[src/rtl/cycle_counter_frequency_scale_unit_defines.svh]
// Assertion macros shared by the frequency scale unit RTL.
// No dependencies; define NO_ASSERTIONS to compile them out.
`ifndef CYCLE_COUNTER_FREQUENCY_SCALE_UNIT_DEFINES_SVH
`define CYCLE_COUNTER_FREQUENCY_SCALE_UNIT_DEFINES_SVH

`ifndef NO_ASSERTIONS

// antecedent implies consequent in the same cycle
`define CCFS_ASSERT_IMPLY(label, clk, rst_n, ante, cons) \
    label: assert property (@(posedge clk) disable iff (!rst_n) (ante) |-> (cons)) \
        else $error("ccfs: same-cycle check failed");

// antecedent implies consequent in the next cycle
`define CCFS_ASSERT_NEXT(label, clk, rst_n, ante, cons) \
    label: assert property (@(posedge clk) disable iff (!rst_n) (ante) |=> (cons)) \
        else $error("ccfs: next-cycle check failed");

// expression must never hold
`define CCFS_ASSERT_NEVER(label, clk, rst_n, expr) \
    label: assert property (@(posedge clk) disable iff (!rst_n) !(expr)) \
        else $error("ccfs: forbidden condition seen");

`else

`define CCFS_ASSERT_IMPLY(label, clk, rst_n, ante, cons)
`define CCFS_ASSERT_NEXT(label, clk, rst_n, ante, cons)
`define CCFS_ASSERT_NEVER(label, clk, rst_n, expr)

`endif

`endif

[src/rtl/ccfs_pkg.sv]
// Shared types, constants and the microcode program of the frequency scale unit.
// No dependencies.
`default_nettype none

package ccfs_pkg;

    // widths
    localparam int unsigned DIV_W      = 64;
    localparam int unsigned CNT_W      = 6;
    localparam int unsigned PC_W       = 5;
    localparam int unsigned CFG_ADDR_W = 4;
    localparam int unsigned CFG_DATA_W = 32;

    // arithmetic constants
    localparam logic [31:0] KHZ_PER_CYCLE_NS = 32'd1000000;
    localparam logic [10:0] SCALE_ONE        = 11'd1024;
    localparam int unsigned SCALE_SHIFT      = 10;

    // register reset values
    localparam logic [29:0] MULT_RESET    = 30'd625;
    localparam logic [31:0] DIV_RESET     = 32'd12;
    localparam logic [31:0] MIN_WIN_RESET = 32'd1920;
    localparam logic [23:0] MAX_KHZ_RESET = 24'd3302400;

    // register indexes (paddr[3:2])
    localparam logic [1:0] REG_MULT    = 2'd0;
    localparam logic [1:0] REG_DIV     = 2'd1;
    localparam logic [1:0] REG_MIN_WIN = 2'd2;
    localparam logic [1:0] REG_MAX_KHZ = 2'd3;

    // event modes
    localparam logic [2:0] MODE_SAMPLE      = 3'd0;
    localparam logic [2:0] MODE_SAMPLE_EVAL = 3'd1;
    localparam logic [2:0] MODE_EVAL        = 3'd2;
    localparam logic [2:0] MODE_REBASE      = 3'd3;
    localparam logic [2:0] MODE_INIT        = 3'd4;

    typedef struct packed {
        logic [2:0]  mode;
        logic [63:0] cycle_reading;
        logic [63:0] timer_reading;
    } req_t;

    typedef struct packed {
        logic        scale_valid;
        logic [10:0] freq_scale;
        logic [23:0] measured_khz;
    } rsp_t;

    typedef struct packed {
        logic [29:0] mult;
        logic [31:0] div;
        logic [31:0] min_win;
        logic [23:0] max_khz;
    } cfg_t;

    // datapath operations
    typedef enum logic [4:0] {
        OP_NOP,
        OP_DELTA,
        OP_STALE_CLR,
        OP_ACCUM,
        OP_MUL_TL,
        OP_MUL_TH,
        OP_MUL_FOLD,
        OP_DIV_NS,
        OP_NS_TAKE,
        OP_MUL_CL,
        OP_MUL_CH,
        OP_DIV_F,
        OP_F_TAKE,
        OP_DIV_S,
        OP_SCALE_TAKE,
        OP_MARK_STALE,
        OP_REBASE,
        OP_INIT
    } dp_op_t;

    // jump conditions
    typedef enum logic [2:0] {
        C_NEVER,
        C_ALWAYS,
        C_SAMPLE_ONLY,
        C_WIN_SHORT,
        C_DIV_ZERO,
        C_DIV_BUSY,
        C_QUO_ZERO
    } cond_t;

    typedef struct packed {
        dp_op_t          op;
        cond_t           cond;
        logic [PC_W-1:0] target;
        logic            last;
    } ctl_word_t;

    // status from datapath to sequencer
    typedef struct packed {
        logic win_short;
        logic div_zero;
        logic quo_zero;
        logic div_busy;
    } flags_t;

    // command from sequencer to datapath
    typedef struct packed {
        logic   start;
        dp_op_t op;
    } seq_cmd_t;

    // program step addresses
    localparam logic [PC_W-1:0] ST_DELTA     = 5'd0;
    localparam logic [PC_W-1:0] ST_STALE     = 5'd1;
    localparam logic [PC_W-1:0] ST_ACCUM     = 5'd2;
    localparam logic [PC_W-1:0] ST_EVAL      = 5'd3;
    localparam logic [PC_W-1:0] ST_DIVCHK    = 5'd4;
    localparam logic [PC_W-1:0] ST_MUL_TL    = 5'd5;
    localparam logic [PC_W-1:0] ST_MUL_TH    = 5'd6;
    localparam logic [PC_W-1:0] ST_FOLD_T    = 5'd7;
    localparam logic [PC_W-1:0] ST_DIV_NS    = 5'd8;
    localparam logic [PC_W-1:0] ST_WAIT_NS   = 5'd9;
    localparam logic [PC_W-1:0] ST_NS_TAKE   = 5'd10;
    localparam logic [PC_W-1:0] ST_MUL_CL    = 5'd11;
    localparam logic [PC_W-1:0] ST_MUL_CH    = 5'd12;
    localparam logic [PC_W-1:0] ST_FOLD_C    = 5'd13;
    localparam logic [PC_W-1:0] ST_DIV_F     = 5'd14;
    localparam logic [PC_W-1:0] ST_WAIT_F    = 5'd15;
    localparam logic [PC_W-1:0] ST_F_TAKE    = 5'd16;
    localparam logic [PC_W-1:0] ST_DIV_S     = 5'd17;
    localparam logic [PC_W-1:0] ST_WAIT_S    = 5'd18;
    localparam logic [PC_W-1:0] ST_SCALE     = 5'd19;
    localparam logic [PC_W-1:0] ST_MARK      = 5'd20;
    localparam logic [PC_W-1:0] ST_REBASE    = 5'd21;
    localparam logic [PC_W-1:0] ST_INIT      = 5'd22;
    localparam logic [PC_W-1:0] ST_END       = 5'd23;

    function automatic ctl_word_t cw(input dp_op_t op, input cond_t cond,
                                     input logic [PC_W-1:0] target, input logic last);
        ctl_word_t w;
        w.op     = op;
        w.cond   = cond;
        w.target = target;
        w.last   = last;
        return w;
    endfunction

    // microcode program
    function automatic ctl_word_t ucode(input logic [PC_W-1:0] pc);
        ctl_word_t w;
        case (pc)
            ST_DELTA:   w = cw(OP_DELTA,      C_NEVER,       ST_END,     1'b0);
            ST_STALE:   w = cw(OP_STALE_CLR,  C_NEVER,       ST_END,     1'b0);
            ST_ACCUM:   w = cw(OP_ACCUM,      C_SAMPLE_ONLY, ST_END,     1'b0);
            ST_EVAL:    w = cw(OP_NOP,        C_WIN_SHORT,   ST_MARK,    1'b0);
            ST_DIVCHK:  w = cw(OP_NOP,        C_DIV_ZERO,    ST_END,     1'b0);
            ST_MUL_TL:  w = cw(OP_MUL_TL,     C_NEVER,       ST_END,     1'b0);
            ST_MUL_TH:  w = cw(OP_MUL_TH,     C_NEVER,       ST_END,     1'b0);
            ST_FOLD_T:  w = cw(OP_MUL_FOLD,   C_NEVER,       ST_END,     1'b0);
            ST_DIV_NS:  w = cw(OP_DIV_NS,     C_NEVER,       ST_END,     1'b0);
            ST_WAIT_NS: w = cw(OP_NOP,        C_DIV_BUSY,    ST_WAIT_NS, 1'b0);
            ST_NS_TAKE: w = cw(OP_NS_TAKE,    C_QUO_ZERO,    ST_END,     1'b0);
            ST_MUL_CL:  w = cw(OP_MUL_CL,     C_NEVER,       ST_END,     1'b0);
            ST_MUL_CH:  w = cw(OP_MUL_CH,     C_NEVER,       ST_END,     1'b0);
            ST_FOLD_C:  w = cw(OP_MUL_FOLD,   C_NEVER,       ST_END,     1'b0);
            ST_DIV_F:   w = cw(OP_DIV_F,      C_NEVER,       ST_END,     1'b0);
            ST_WAIT_F:  w = cw(OP_NOP,        C_DIV_BUSY,    ST_WAIT_F,  1'b0);
            ST_F_TAKE:  w = cw(OP_F_TAKE,     C_NEVER,       ST_END,     1'b0);
            ST_DIV_S:   w = cw(OP_DIV_S,      C_NEVER,       ST_END,     1'b0);
            ST_WAIT_S:  w = cw(OP_NOP,        C_DIV_BUSY,    ST_WAIT_S,  1'b0);
            ST_SCALE:   w = cw(OP_SCALE_TAKE, C_ALWAYS,      ST_END,     1'b0);
            ST_MARK:    w = cw(OP_MARK_STALE, C_ALWAYS,      ST_END,     1'b0);
            ST_REBASE:  w = cw(OP_REBASE,     C_ALWAYS,      ST_END,     1'b0);
            ST_INIT:    w = cw(OP_INIT,       C_ALWAYS,      ST_END,     1'b0);
            default:    w = cw(OP_NOP,        C_NEVER,       ST_END,     1'b1);
        endcase
        return w;
    endfunction

    // first step for each mode
    function automatic logic [PC_W-1:0] entry_pc(input logic [2:0] mode);
        logic [PC_W-1:0] pc;
        case (mode)
            MODE_SAMPLE:      pc = ST_DELTA;
            MODE_SAMPLE_EVAL: pc = ST_DELTA;
            MODE_EVAL:        pc = ST_EVAL;
            MODE_REBASE:      pc = ST_REBASE;
            MODE_INIT:        pc = ST_INIT;
            default:          pc = ST_END;
        endcase
        return pc;
    endfunction

endpackage

`default_nettype wire

[src/rtl/ccfs_div.sv]
// Restoring 64-bit unsigned divider, one quotient bit per cycle.
// Depends on ccfs_pkg for widths.
`default_nettype none

module ccfs_div (
    input  wire logic                        clk,
    input  wire logic                        rst_n,
    input  wire logic                        start,
    input  wire logic [ccfs_pkg::DIV_W-1:0]  num,
    input  wire logic [ccfs_pkg::DIV_W-1:0]  den,
    output logic                             busy,
    output logic [ccfs_pkg::DIV_W-1:0]       quo
);

    localparam logic [ccfs_pkg::CNT_W-1:0] CNT_LAST = ccfs_pkg::CNT_W'(ccfs_pkg::DIV_W - 1);
    localparam logic [ccfs_pkg::CNT_W-1:0] CNT_ONE  = ccfs_pkg::CNT_W'(1);

    logic [ccfs_pkg::DIV_W-1:0] rem_reg, rem_next;
    logic [ccfs_pkg::DIV_W-1:0] quo_reg, quo_next;
    logic [ccfs_pkg::DIV_W-1:0] den_reg;
    logic [ccfs_pkg::CNT_W-1:0] cnt_reg;
    logic                       busy_reg;

    logic [ccfs_pkg::DIV_W:0] trial;
    logic [ccfs_pkg::DIV_W:0] diff;

    // one trial subtraction per cycle
    always_comb
    begin
        trial = {rem_reg, quo_reg[ccfs_pkg::DIV_W-1]};
        diff  = trial - {1'b0, den_reg};
        if (!diff[ccfs_pkg::DIV_W])
        begin
            rem_next = diff[ccfs_pkg::DIV_W-1:0];
            quo_next = {quo_reg[ccfs_pkg::DIV_W-2:0], 1'b1};
        end
        else
        begin
            rem_next = trial[ccfs_pkg::DIV_W-1:0];
            quo_next = {quo_reg[ccfs_pkg::DIV_W-2:0], 1'b0};
        end
    end

    // control
    always_ff @(posedge clk or negedge rst_n)
    begin
        if (!rst_n)
        begin
            busy_reg <= 1'b0;
            cnt_reg  <= '0;
        end
        else if (start)
        begin
            busy_reg <= 1'b1;
            cnt_reg  <= '0;
        end
        else if (busy_reg)
        begin
            cnt_reg <= cnt_reg + CNT_ONE;
            if (cnt_reg == CNT_LAST)
            begin
                busy_reg <= 1'b0;
            end
        end
    end

    // operands
    always_ff @(posedge clk)
    begin
        if (start)
        begin
            rem_reg <= '0;
            quo_reg <= num;
            den_reg <= den;
        end
        else if (busy_reg)
        begin
            rem_reg <= rem_next;
            quo_reg <= quo_next;
        end
    end

    assign busy = busy_reg;
    assign quo  = quo_reg;

endmodule

`default_nettype wire

[src/rtl/ccfs_dp.sv]
// Datapath: counter state, accumulators, shared multiplier and divider.
// Depends on ccfs_pkg and ccfs_div.
`default_nettype none

module ccfs_dp (
    input  wire logic               clk,
    input  wire logic               rst_n,
    input  wire ccfs_pkg::seq_cmd_t cmd,
    input  wire ccfs_pkg::req_t     req,
    input  wire ccfs_pkg::cfg_t     cfg,
    output ccfs_pkg::flags_t        flags,
    output ccfs_pkg::rsp_t          result
);

    // architectural state
    logic [63:0] last_cycles_reg, last_cycles_next;
    logic [63:0] last_ticks_reg,  last_ticks_next;
    logic [63:0] sum_cycles_reg,  sum_cycles_next;
    logic [63:0] sum_ticks_reg,   sum_ticks_next;
    logic        stale_reg,       stale_next;
    logic [10:0] last_scale_reg,  last_scale_next;
    logic        sv_reg,          sv_next;

    // working registers
    logic [63:0] cyc_reg;
    logic [63:0] tim_reg;
    logic [63:0] dc_reg,    dc_next;
    logic [63:0] dt_reg,    dt_next;
    logic [63:0] acc_reg,   acc_next;
    logic [63:0] mprod_reg, mprod_next;
    logic [63:0] ns_reg,    ns_next;
    logic [23:0] f_reg,     f_next;

    logic [31:0] mul_a;
    logic [31:0] mul_b;
    logic        div_start;
    logic [63:0] div_num;
    logic [63:0] div_den;
    logic        div_busy;
    logic [63:0] div_quo;

    logic [63:0] min_win_ext;
    logic [63:0] max_ext;

    assign min_win_ext = {32'd0, cfg.min_win};
    assign max_ext     = {40'd0, cfg.max_khz};

    ccfs_div u_div (
        .clk   (clk),
        .rst_n (rst_n),
        .start (div_start),
        .num   (div_num),
        .den   (div_den),
        .busy  (div_busy),
        .quo   (div_quo)
    );

    // shared 32x32 multiplier operand select
    always_comb
    begin
        case (cmd.op)
            ccfs_pkg::OP_MUL_TL:
            begin
                mul_a = sum_ticks_reg[31:0];
                mul_b = {2'b00, cfg.mult};
            end
            ccfs_pkg::OP_MUL_TH:
            begin
                mul_a = sum_ticks_reg[63:32];
                mul_b = {2'b00, cfg.mult};
            end
            ccfs_pkg::OP_MUL_CL:
            begin
                mul_a = sum_cycles_reg[31:0];
                mul_b = ccfs_pkg::KHZ_PER_CYCLE_NS;
            end
            default:
            begin
                mul_a = sum_cycles_reg[63:32];
                mul_b = ccfs_pkg::KHZ_PER_CYCLE_NS;
            end
        endcase
        mprod_next = {32'd0, mul_a} * {32'd0, mul_b};
    end

    // divider operand select
    always_comb
    begin
        div_start = 1'b0;
        div_num   = acc_reg;
        div_den   = {32'd0, cfg.div};
        case (cmd.op)
            ccfs_pkg::OP_DIV_NS:
            begin
                div_start = 1'b1;
            end
            ccfs_pkg::OP_DIV_F:
            begin
                div_start = 1'b1;
                div_den   = ns_reg;
            end
            ccfs_pkg::OP_DIV_S:
            begin
                div_start = 1'b1;
                div_num   = {30'd0, f_reg, {ccfs_pkg::SCALE_SHIFT{1'b0}}};
                div_den   = max_ext;
            end
            default:
            begin
                div_start = 1'b0;
            end
        endcase
    end

    // next-state per operation
    always_comb
    begin
        last_cycles_next = last_cycles_reg;
        last_ticks_next  = last_ticks_reg;
        sum_cycles_next  = sum_cycles_reg;
        sum_ticks_next   = sum_ticks_reg;
        stale_next       = stale_reg;
        last_scale_next  = last_scale_reg;
        sv_next          = sv_reg;
        dc_next          = dc_reg;
        dt_next          = dt_reg;
        acc_next         = acc_reg;
        ns_next          = ns_reg;
        f_next           = f_reg;
        if (cmd.start)
        begin
            sv_next = 1'b0;
        end
        case (cmd.op)
            ccfs_pkg::OP_DELTA:
            begin
                dc_next          = cyc_reg - last_cycles_reg;
                dt_next          = tim_reg - last_ticks_reg;
                last_cycles_next = cyc_reg;
                last_ticks_next  = tim_reg;
            end
            ccfs_pkg::OP_STALE_CLR:
            begin
                if (stale_reg && (dt_reg >= min_win_ext))
                begin
                    sum_cycles_next = '0;
                    sum_ticks_next  = '0;
                    stale_next      = 1'b0;
                end
            end
            ccfs_pkg::OP_ACCUM:
            begin
                sum_cycles_next = sum_cycles_reg + dc_reg;
                sum_ticks_next  = sum_ticks_reg + dt_reg;
            end
            ccfs_pkg::OP_MUL_TH, ccfs_pkg::OP_MUL_CH:
            begin
                acc_next = mprod_reg;
            end
            ccfs_pkg::OP_MUL_FOLD:
            begin
                // high partial product only matters below bit 64
                acc_next = acc_reg + {mprod_reg[31:0], 32'd0};
            end
            ccfs_pkg::OP_NS_TAKE:
            begin
                ns_next = div_quo;
            end
            ccfs_pkg::OP_F_TAKE:
            begin
                if (div_quo > max_ext)
                begin
                    f_next = cfg.max_khz;
                end
                else
                begin
                    f_next = div_quo[23:0];
                end
            end
            ccfs_pkg::OP_SCALE_TAKE:
            begin
                if (cfg.max_khz == '0)
                begin
                    last_scale_next = '0;
                end
                else
                begin
                    last_scale_next = div_quo[10:0];
                end
                sv_next         = 1'b1;
                sum_cycles_next = '0;
                sum_ticks_next  = '0;
                stale_next      = 1'b0;
            end
            ccfs_pkg::OP_MARK_STALE:
            begin
                if (sum_ticks_reg != '0)
                begin
                    stale_next = 1'b1;
                end
            end
            ccfs_pkg::OP_REBASE:
            begin
                last_cycles_next = cyc_reg;
                last_ticks_next  = tim_reg;
            end
            ccfs_pkg::OP_INIT:
            begin
                last_cycles_next = cyc_reg;
                last_ticks_next  = tim_reg;
                sum_cycles_next  = '0;
                sum_ticks_next   = '0;
                stale_next       = 1'b0;
            end
            default:
            begin
                acc_next = acc_reg;
            end
        endcase
    end

    // state registers
    always_ff @(posedge clk or negedge rst_n)
    begin
        if (!rst_n)
        begin
            last_cycles_reg <= '0;
            last_ticks_reg  <= '0;
            sum_cycles_reg  <= '0;
            sum_ticks_reg   <= '0;
            stale_reg       <= 1'b0;
            last_scale_reg  <= ccfs_pkg::SCALE_ONE;
            sv_reg          <= 1'b0;
        end
        else
        begin
            last_cycles_reg <= last_cycles_next;
            last_ticks_reg  <= last_ticks_next;
            sum_cycles_reg  <= sum_cycles_next;
            sum_ticks_reg   <= sum_ticks_next;
            stale_reg       <= stale_next;
            last_scale_reg  <= last_scale_next;
            sv_reg          <= sv_next;
        end
    end

    // working registers, no reset
    always_ff @(posedge clk)
    begin
        if (cmd.start)
        begin
            cyc_reg <= req.cycle_reading;
            tim_reg <= req.timer_reading;
        end
        dc_reg    <= dc_next;
        dt_reg    <= dt_next;
        acc_reg   <= acc_next;
        mprod_reg <= mprod_next;
        ns_reg    <= ns_next;
        f_reg     <= f_next;
    end

    // status to sequencer
    assign flags.win_short = sum_ticks_reg < min_win_ext;
    assign flags.div_zero  = cfg.div == '0;
    assign flags.quo_zero  = div_quo == '0;
    assign flags.div_busy  = div_busy;

    // result fields
    assign result.scale_valid  = sv_reg;
    assign result.freq_scale   = last_scale_reg;
    assign result.measured_khz = sv_reg ? f_reg : 24'd0;

endmodule

`default_nettype wire

[src/rtl/ccfs_seq.sv]
// Microcode sequencer: step counter, program table and jump logic.
// Depends on ccfs_pkg for the program and control types.
`default_nettype none

module ccfs_seq (
    input  wire logic             clk,
    input  wire logic             rst_n,
    input  wire logic             start,
    input  wire logic [2:0]       mode,
    input  wire ccfs_pkg::flags_t flags,
    input  wire logic             out_free,
    output ccfs_pkg::seq_cmd_t    cmd,
    output logic                  running,
    output logic                  finish
);

    localparam logic [ccfs_pkg::PC_W-1:0] PC_ONE = ccfs_pkg::PC_W'(1);

    logic [ccfs_pkg::PC_W-1:0] pc_reg, pc_next;
    logic                      running_reg, running_next;
    logic [2:0]                mode_reg, mode_next;
    ccfs_pkg::ctl_word_t       word;
    logic                      taken;

    assign word = ccfs_pkg::ucode(pc_reg);

    // jump condition select
    always_comb
    begin
        case (word.cond)
            ccfs_pkg::C_NEVER:       taken = 1'b0;
            ccfs_pkg::C_ALWAYS:      taken = 1'b1;
            ccfs_pkg::C_SAMPLE_ONLY: taken = mode_reg == ccfs_pkg::MODE_SAMPLE;
            ccfs_pkg::C_WIN_SHORT:   taken = flags.win_short;
            ccfs_pkg::C_DIV_ZERO:    taken = flags.div_zero;
            ccfs_pkg::C_DIV_BUSY:    taken = flags.div_busy;
            ccfs_pkg::C_QUO_ZERO:    taken = flags.quo_zero;
            default:                 taken = 1'b0;
        endcase
    end

    // step counter
    always_comb
    begin
        pc_next      = pc_reg;
        running_next = running_reg;
        mode_next    = mode_reg;
        if (start)
        begin
            pc_next      = ccfs_pkg::entry_pc(mode);
            running_next = 1'b1;
            mode_next    = mode;
        end
        else if (running_reg)
        begin
            if (word.last)
            begin
                // hold on the final step until the output register frees
                if (out_free)
                begin
                    running_next = 1'b0;
                end
            end
            else if (taken)
            begin
                pc_next = word.target;
            end
            else
            begin
                pc_next = pc_reg + PC_ONE;
            end
        end
    end

    always_ff @(posedge clk or negedge rst_n)
    begin
        if (!rst_n)
        begin
            pc_reg      <= ccfs_pkg::ST_END;
            running_reg <= 1'b0;
            mode_reg    <= ccfs_pkg::MODE_SAMPLE;
        end
        else
        begin
            pc_reg      <= pc_next;
            running_reg <= running_next;
            mode_reg    <= mode_next;
        end
    end

    assign cmd.start = start;
    assign cmd.op    = running_reg ? word.op : ccfs_pkg::OP_NOP;
    assign running   = running_reg;
    assign finish    = running_reg && word.last && out_free;

endmodule

`default_nettype wire

[src/rtl/cycle_counter_frequency_scale_unit.sv]
// Frequency scale unit: takes paired cycle-counter and timer readings, accumulates
// the deltas and reports the core frequency in kHz and a scale where 1024 is full
// speed. One event is in work at a time; the next is taken once the current one
// has finished, while its result may still wait in the output register. A full
// evaluation runs three back-to-back divisions (ns, kHz, scale) in the shared
// one-bit-per-cycle divider. An evaluation stops early if the window is too
// short, the divisor is zero or the ns value is zero. The next event can be taken
// once the result has been loaded into the output register.
// Depends on ccfs_pkg, ccfs_seq, ccfs_dp and the assertion macro header.
`default_nettype none

`include "cycle_counter_frequency_scale_unit_defines.svh"

module cycle_counter_frequency_scale_unit (
    input  wire logic                                 clk,
    input  wire logic                                 rst_n,
    // configuration port
    input  wire logic                                 psel,
    input  wire logic                                 penable,
    input  wire logic                                 pwrite,
    input  wire logic [ccfs_pkg::CFG_ADDR_W-1:0]      paddr,
    input  wire logic [ccfs_pkg::CFG_DATA_W-1:0]      pwdata,
    output logic [ccfs_pkg::CFG_DATA_W-1:0]           prdata,
    output logic                                      pready,
    // event channel
    input  wire logic                                 req_valid,
    output logic                                      req_stall,
    input  wire ccfs_pkg::req_t                       req,
    // result channel
    output logic                                      rsp_valid,
    input  wire logic                                 rsp_stall,
    output ccfs_pkg::rsp_t                            rsp
);

    ccfs_pkg::cfg_t     cfg_reg;
    ccfs_pkg::rsp_t     rsp_reg;
    logic               rsp_valid_reg, rsp_valid_next;
    ccfs_pkg::seq_cmd_t cmd;
    ccfs_pkg::flags_t   flags;
    ccfs_pkg::rsp_t     result;
    logic               running;
    logic               finish;
    logic               accept;
    logic               out_free;
    logic               cfg_write;
    logic [1:0]         reg_idx;
    logic               out_no_scale;

    assign reg_idx   = paddr[3:2];
    assign cfg_write = psel && penable && pwrite;
    assign pready    = 1'b1;

    // configuration registers
    always_ff @(posedge clk or negedge rst_n)
    begin
        if (!rst_n)
        begin
            cfg_reg.mult    <= ccfs_pkg::MULT_RESET;
            cfg_reg.div     <= ccfs_pkg::DIV_RESET;
            cfg_reg.min_win <= ccfs_pkg::MIN_WIN_RESET;
            cfg_reg.max_khz <= ccfs_pkg::MAX_KHZ_RESET;
        end
        else if (cfg_write)
        begin
            case (reg_idx)
                ccfs_pkg::REG_MULT:    cfg_reg.mult    <= pwdata[29:0];
                ccfs_pkg::REG_DIV:     cfg_reg.div     <= pwdata;
                ccfs_pkg::REG_MIN_WIN: cfg_reg.min_win <= pwdata;
                ccfs_pkg::REG_MAX_KHZ: cfg_reg.max_khz <= pwdata[23:0];
                default:               cfg_reg.div     <= cfg_reg.div;
            endcase
        end
    end

    // register readback
    always_comb
    begin
        case (reg_idx)
            ccfs_pkg::REG_MULT:    prdata = {2'b00, cfg_reg.mult};
            ccfs_pkg::REG_DIV:     prdata = cfg_reg.div;
            ccfs_pkg::REG_MIN_WIN: prdata = cfg_reg.min_win;
            ccfs_pkg::REG_MAX_KHZ: prdata = {8'd0, cfg_reg.max_khz};
            default:               prdata = '0;
        endcase
    end

    // event handshake
    assign req_stall = running;
    assign accept    = req_valid && !running;
    assign out_free  = !rsp_valid_reg || !rsp_stall;

    ccfs_seq u_seq (
        .clk      (clk),
        .rst_n    (rst_n),
        .start    (accept),
        .mode     (req.mode),
        .flags    (flags),
        .out_free (out_free),
        .cmd      (cmd),
        .running  (running),
        .finish   (finish)
    );

    ccfs_dp u_dp (
        .clk    (clk),
        .rst_n  (rst_n),
        .cmd    (cmd),
        .req    (req),
        .cfg    (cfg_reg),
        .flags  (flags),
        .result (result)
    );

    // output register
    always_comb
    begin
        if (finish)
        begin
            rsp_valid_next = 1'b1;
        end
        else if (rsp_stall)
        begin
            rsp_valid_next = rsp_valid_reg;
        end
        else
        begin
            rsp_valid_next = 1'b0;
        end
    end

    always_ff @(posedge clk or negedge rst_n)
    begin
        if (!rst_n)
        begin
            rsp_valid_reg <= 1'b0;
        end
        else
        begin
            rsp_valid_reg <= rsp_valid_next;
        end
    end

    always_ff @(posedge clk)
    begin
        if (finish)
        begin
            rsp_reg <= result;
        end
    end

    assign rsp_valid = rsp_valid_reg;
    assign rsp       = rsp_reg;

    // checks
    assign out_no_scale = rsp_valid && !rsp.scale_valid;

    `CCFS_ASSERT_NEXT(a_accept_blocks_next, clk, rst_n, req_valid && !req_stall, req_stall)
    `CCFS_ASSERT_IMPLY(a_khz_zero_when_no_scale, clk, rst_n, out_no_scale, rsp.measured_khz == 24'd0)
    `CCFS_ASSERT_IMPLY(a_scale_in_range, clk, rst_n, rsp_valid, rsp.freq_scale <= ccfs_pkg::SCALE_ONE)
    `CCFS_ASSERT_NEVER(a_finish_while_idle, clk, rst_n, finish && !running)

endmodule

`default_nettype wire
[config.mk]
export PLATFORM = sky130hd
export DESIGN_NAME = cycle_counter_frequency_scale_unit
export DESIGN_NICKNAME = d
export VERILOG_FILES = /design/src/rtl/ccfs_pkg.sv /design/src/rtl/ccfs_div.sv /design/src/rtl/ccfs_dp.sv /design/src/rtl/ccfs_seq.sv /design/src/rtl/cycle_counter_frequency_scale_unit.sv
export VERILOG_INCLUDE_DIRS = /design/src /design/src/rtl
export SDC_FILE = /design/constraint.sdc
export NUM_CORES = 2
export LEC_CHECK = 0
export BUFFER_PORTS_ARGS = -buffer_cell sky130_fd_sc_hd__clkbuf_2
export CAP_MARGIN = 20
export CELL_PAD_IN_SITES_DETAIL_PLACEMENT = 0
export CELL_PAD_IN_SITES_GLOBAL_PLACEMENT = 1
export CORE_UTILIZATION = 40
export CTS_CLUSTER_SIZE = 25
export DETAILED_ROUTE_END_ITERATION = 10
export PLACE_DENSITY_LB_ADDON = 0.1
export SLEW_MARGIN = 0
export SYNTH_ARGS = -nofsm -noshare
export SYNTH_HDL_FRONTEND = slang
export SYNTH_SLANG_ARGS = --single-unit
[constraint.sdc]
create_clock -name clk -period 14.1 [get_ports clk]
set_input_delay 3.525 -clock clk [delete_from_list [all_inputs] [get_ports clk]]
set_output_delay 3.525 -clock clk [all_outputs]
set_load 0.01 [all_outputs]
==> flow_summary.ini <==
[run_status]
status = finished with violations
violations = DRC

[clocking]
cts-buffers-inserted = 138
clk_pin_slew_worst_paths_ns = 0.06
ctsHtreeMaxLevel = 4
clock_path_buffers = 3
post-cts-setup-buffer-count = 0
holdBufCountCts = 0
clk_latency_ns = 0.82
cts.sinks = 1102
cts_root_buf = clkbuf_16
cts_tree = yes
cts_resized = 0

[floorplan]
core_area_mm2 = 0.230
die_w_um = 483
dieArea_mm2 = 0.234
ioPinCount = 245
start_util_pct = 40.3
die_h_um = 483
row_count = 176

[setup_path]
cp_max_fo = 19
crit_path_start = u_seq.pc_reg[0]
crit_path_end_kind = flip-flop
reg2reg_to = u_dp.mprod_reg[61]
crit_path_start_kind = flip-flop
path_class = reg -> reg
r2r_slack_ns = 1.56
crit_end = u_dp.mprod_reg[61]
r2r-start = u_seq.pc_reg[0]
worst_ep_arrival_time_ns = 13.21
reg2reg_depth = 37
worstPathRequired_ns = 14.76
cp_slowest_stage_delay_ns = 0.93
crit_top_cell = fa_1
crit_slowest_cell = o21a_1

[sta]
clock_skew_ns = 0.0645
hold_viol = 0
slew_headroom_pct = 8.07
rsz0062_at_grt = false
min_period_ns = 12.54
maxSlewViolCount = 0
worstMarginPinSlew_ns = 1.38
setup_ws_ns = 1.56
tns_ns = 0
finalSetupViolCount = 0
period_share_pct = 89.0
clock.fmax_mhz = 79.7

[routing]
wirelength_um = 310000
dr.first_iter.drc_count = 5102
drc_errors = 1
vias = 71300
routedWlPerCell_um = 23.7
ant_nets = 0
firstDrtPassIters = 11
viasPerCell = 5.46

[yosys]
synth-edff-count = 572
synthesis.nets = 11500
ys_warn_count = 0
syn_area_mm2 = 0.0927
synth_ff_type = edfxtp_1
post_synth_inst_count = 9815
synthArstFlopShare_pct = 36.7
synth_seq_cells = 1102
ys_types = 111
syn-mean-instance-area_um2 = 9.45
ys_seq_area_share_pct = 32.2

[place]
pre_cts_ws_ns = 1.76
gp_congestion = 0.926
dp_hpwl_um = 244000
placed_area_mm2 = 0.0974
numPortBuffers = 241

[cells_and_area]
postLayoutCellArea_mm2 = 0.102
largest_reg_flops = 118
layout-drive-gt1-share_pct = 8.72
fin_nets = 11600
area_growth_pct = 10.2

[global_routing]
gr-total-overflow = 0
grt_pass1_vias = 72500
track_usage_pct = 26.4
grt_start_max_net_pins = 253
antenna_found_initial = 7
grt_pass1_wl_um = 465000

[job]
cap_violations = 0

[hold_path]
hold_path.class = reg -> reg
-- cell usage in the layout (no fill, tap or decap), types with 146 or more instances in the layout --
master        n
nand2_1    1320
inv_1      1207
fa_1        842
nor2_1      835
ha_1        693
o21ai_0     590
edfxtp_1    572
a21oi_1     507
dfrtp_1     381
a21o_1      269
clkbuf_2    240
xnor2_1     231
buf_4       159
xor2_1      152
clkbuf_16   146
-- metal layers --
metal | GRT usage (%) | share of wire (%)
met4 | 10.6 | 4.3
met2 | 43.9 | 47
met5 | 0 | 0.013
met3 | 3.59 | 5.3
met1 | 34.7 | 43
-- synth_stat cells (all sizes together), types with 62 or more instances --
cell type  count  area (um^2)
a31oi         98          613
mux2          95         1070
fa           842        16900
dfrtp        382         9560
nor4          62          388
nand2       1320         4950
o21ai        674         3400
a21o         271         2040
buf           97          465
and2         135          845
xnor2        232         2050
xor2         153         1360
nor2         849         3190
inv         1210         4540
edfxtp       572        17200
a21oi        513         2580
o21a          81          608
ha           693         8670
nand4        107          676
nand3        131          661
clkbuf       361         1360
dfxtp        126         2520
nor2b         64          400
-- critical path: cells and delay by family (launching register included) --
family,cells,cell delay (ns)
DFF,1,0.61
AOI/OAI and AO/OA,14,4.70
xor gates and xnor gates,1,0.14
and+or+nand+nor,4,1.17
muxes,1,0.47
buffers and inverters,7,0.76
adders and majority gates,10,4.53
-- stage by stage --
step                      utilization (%)  std cells  hold WS [ns]
after floorplan                         -       9815         0.425
after global placement               42.3      12800         0.438
after detailed placement             42.3      12800         0.442
after CTS                            44.4      13000         0.456
after global routing                 44.4      13000         0.469
final                                44.4      13100         0.455
-- kinds of logic (layout without fill, tap and decap cells) --
| family | count (synthesis) | count (layout) | synth area share (%) |
|---|---|---|---|
| AND/OR/NAND/NOR | 2908 | 2908 | 13.6 |
| AO/OA/AOI/OAI | 2082 | 2082 | 14.2 |
| buffers and inverters | 1668 | 1872 | 6.86 |
| adder cells (fa/ha/maj) | 1535 | 1535 | 27.5 |
| flip-flops | 1102 | 1102 | 32.2 |
| XOR/XNOR | 385 | 385 | 3.68 |
| multiplexers | 134 | 134 | 1.91 |
| other | 1 | 7 | 0.00404 |
-- area by class of cell --
cell class,count,area [um^2]
antenna,6,15.0
clock buffer,190,3950
clock inverter,67,767
fill,22200,128000
inverter,1210,4550
multi-input combinational,7045,56700
sequential,1102,29800
tap,3026,3790
timing repair buffer,405,2500
-- worst min-delay path by stage --
stage                           start      end  slack (ns)  cells past startpoint
2_1_floorplan  u_dp.last_scale_reg[0]  rsp[24]        0.42                      0
3_3_place_gp   u_dp.last_scale_reg[4]  rsp[28]        0.44                      0
3_5_place_dp   u_dp.last_scale_reg[3]  rsp[27]        0.44                      0
4_1_cts        u_dp.last_scale_reg[3]  rsp[27]        0.46                      0
5_1_grt        u_dp.last_scale_reg[3]  rsp[27]        0.47                      0
6_report       u_dp.last_scale_reg[3]  rsp[27]        0.46                      0
Power is not shown: default switching activity piles up to over one toggle a cycle in this logic, so the estimate is an artifact.
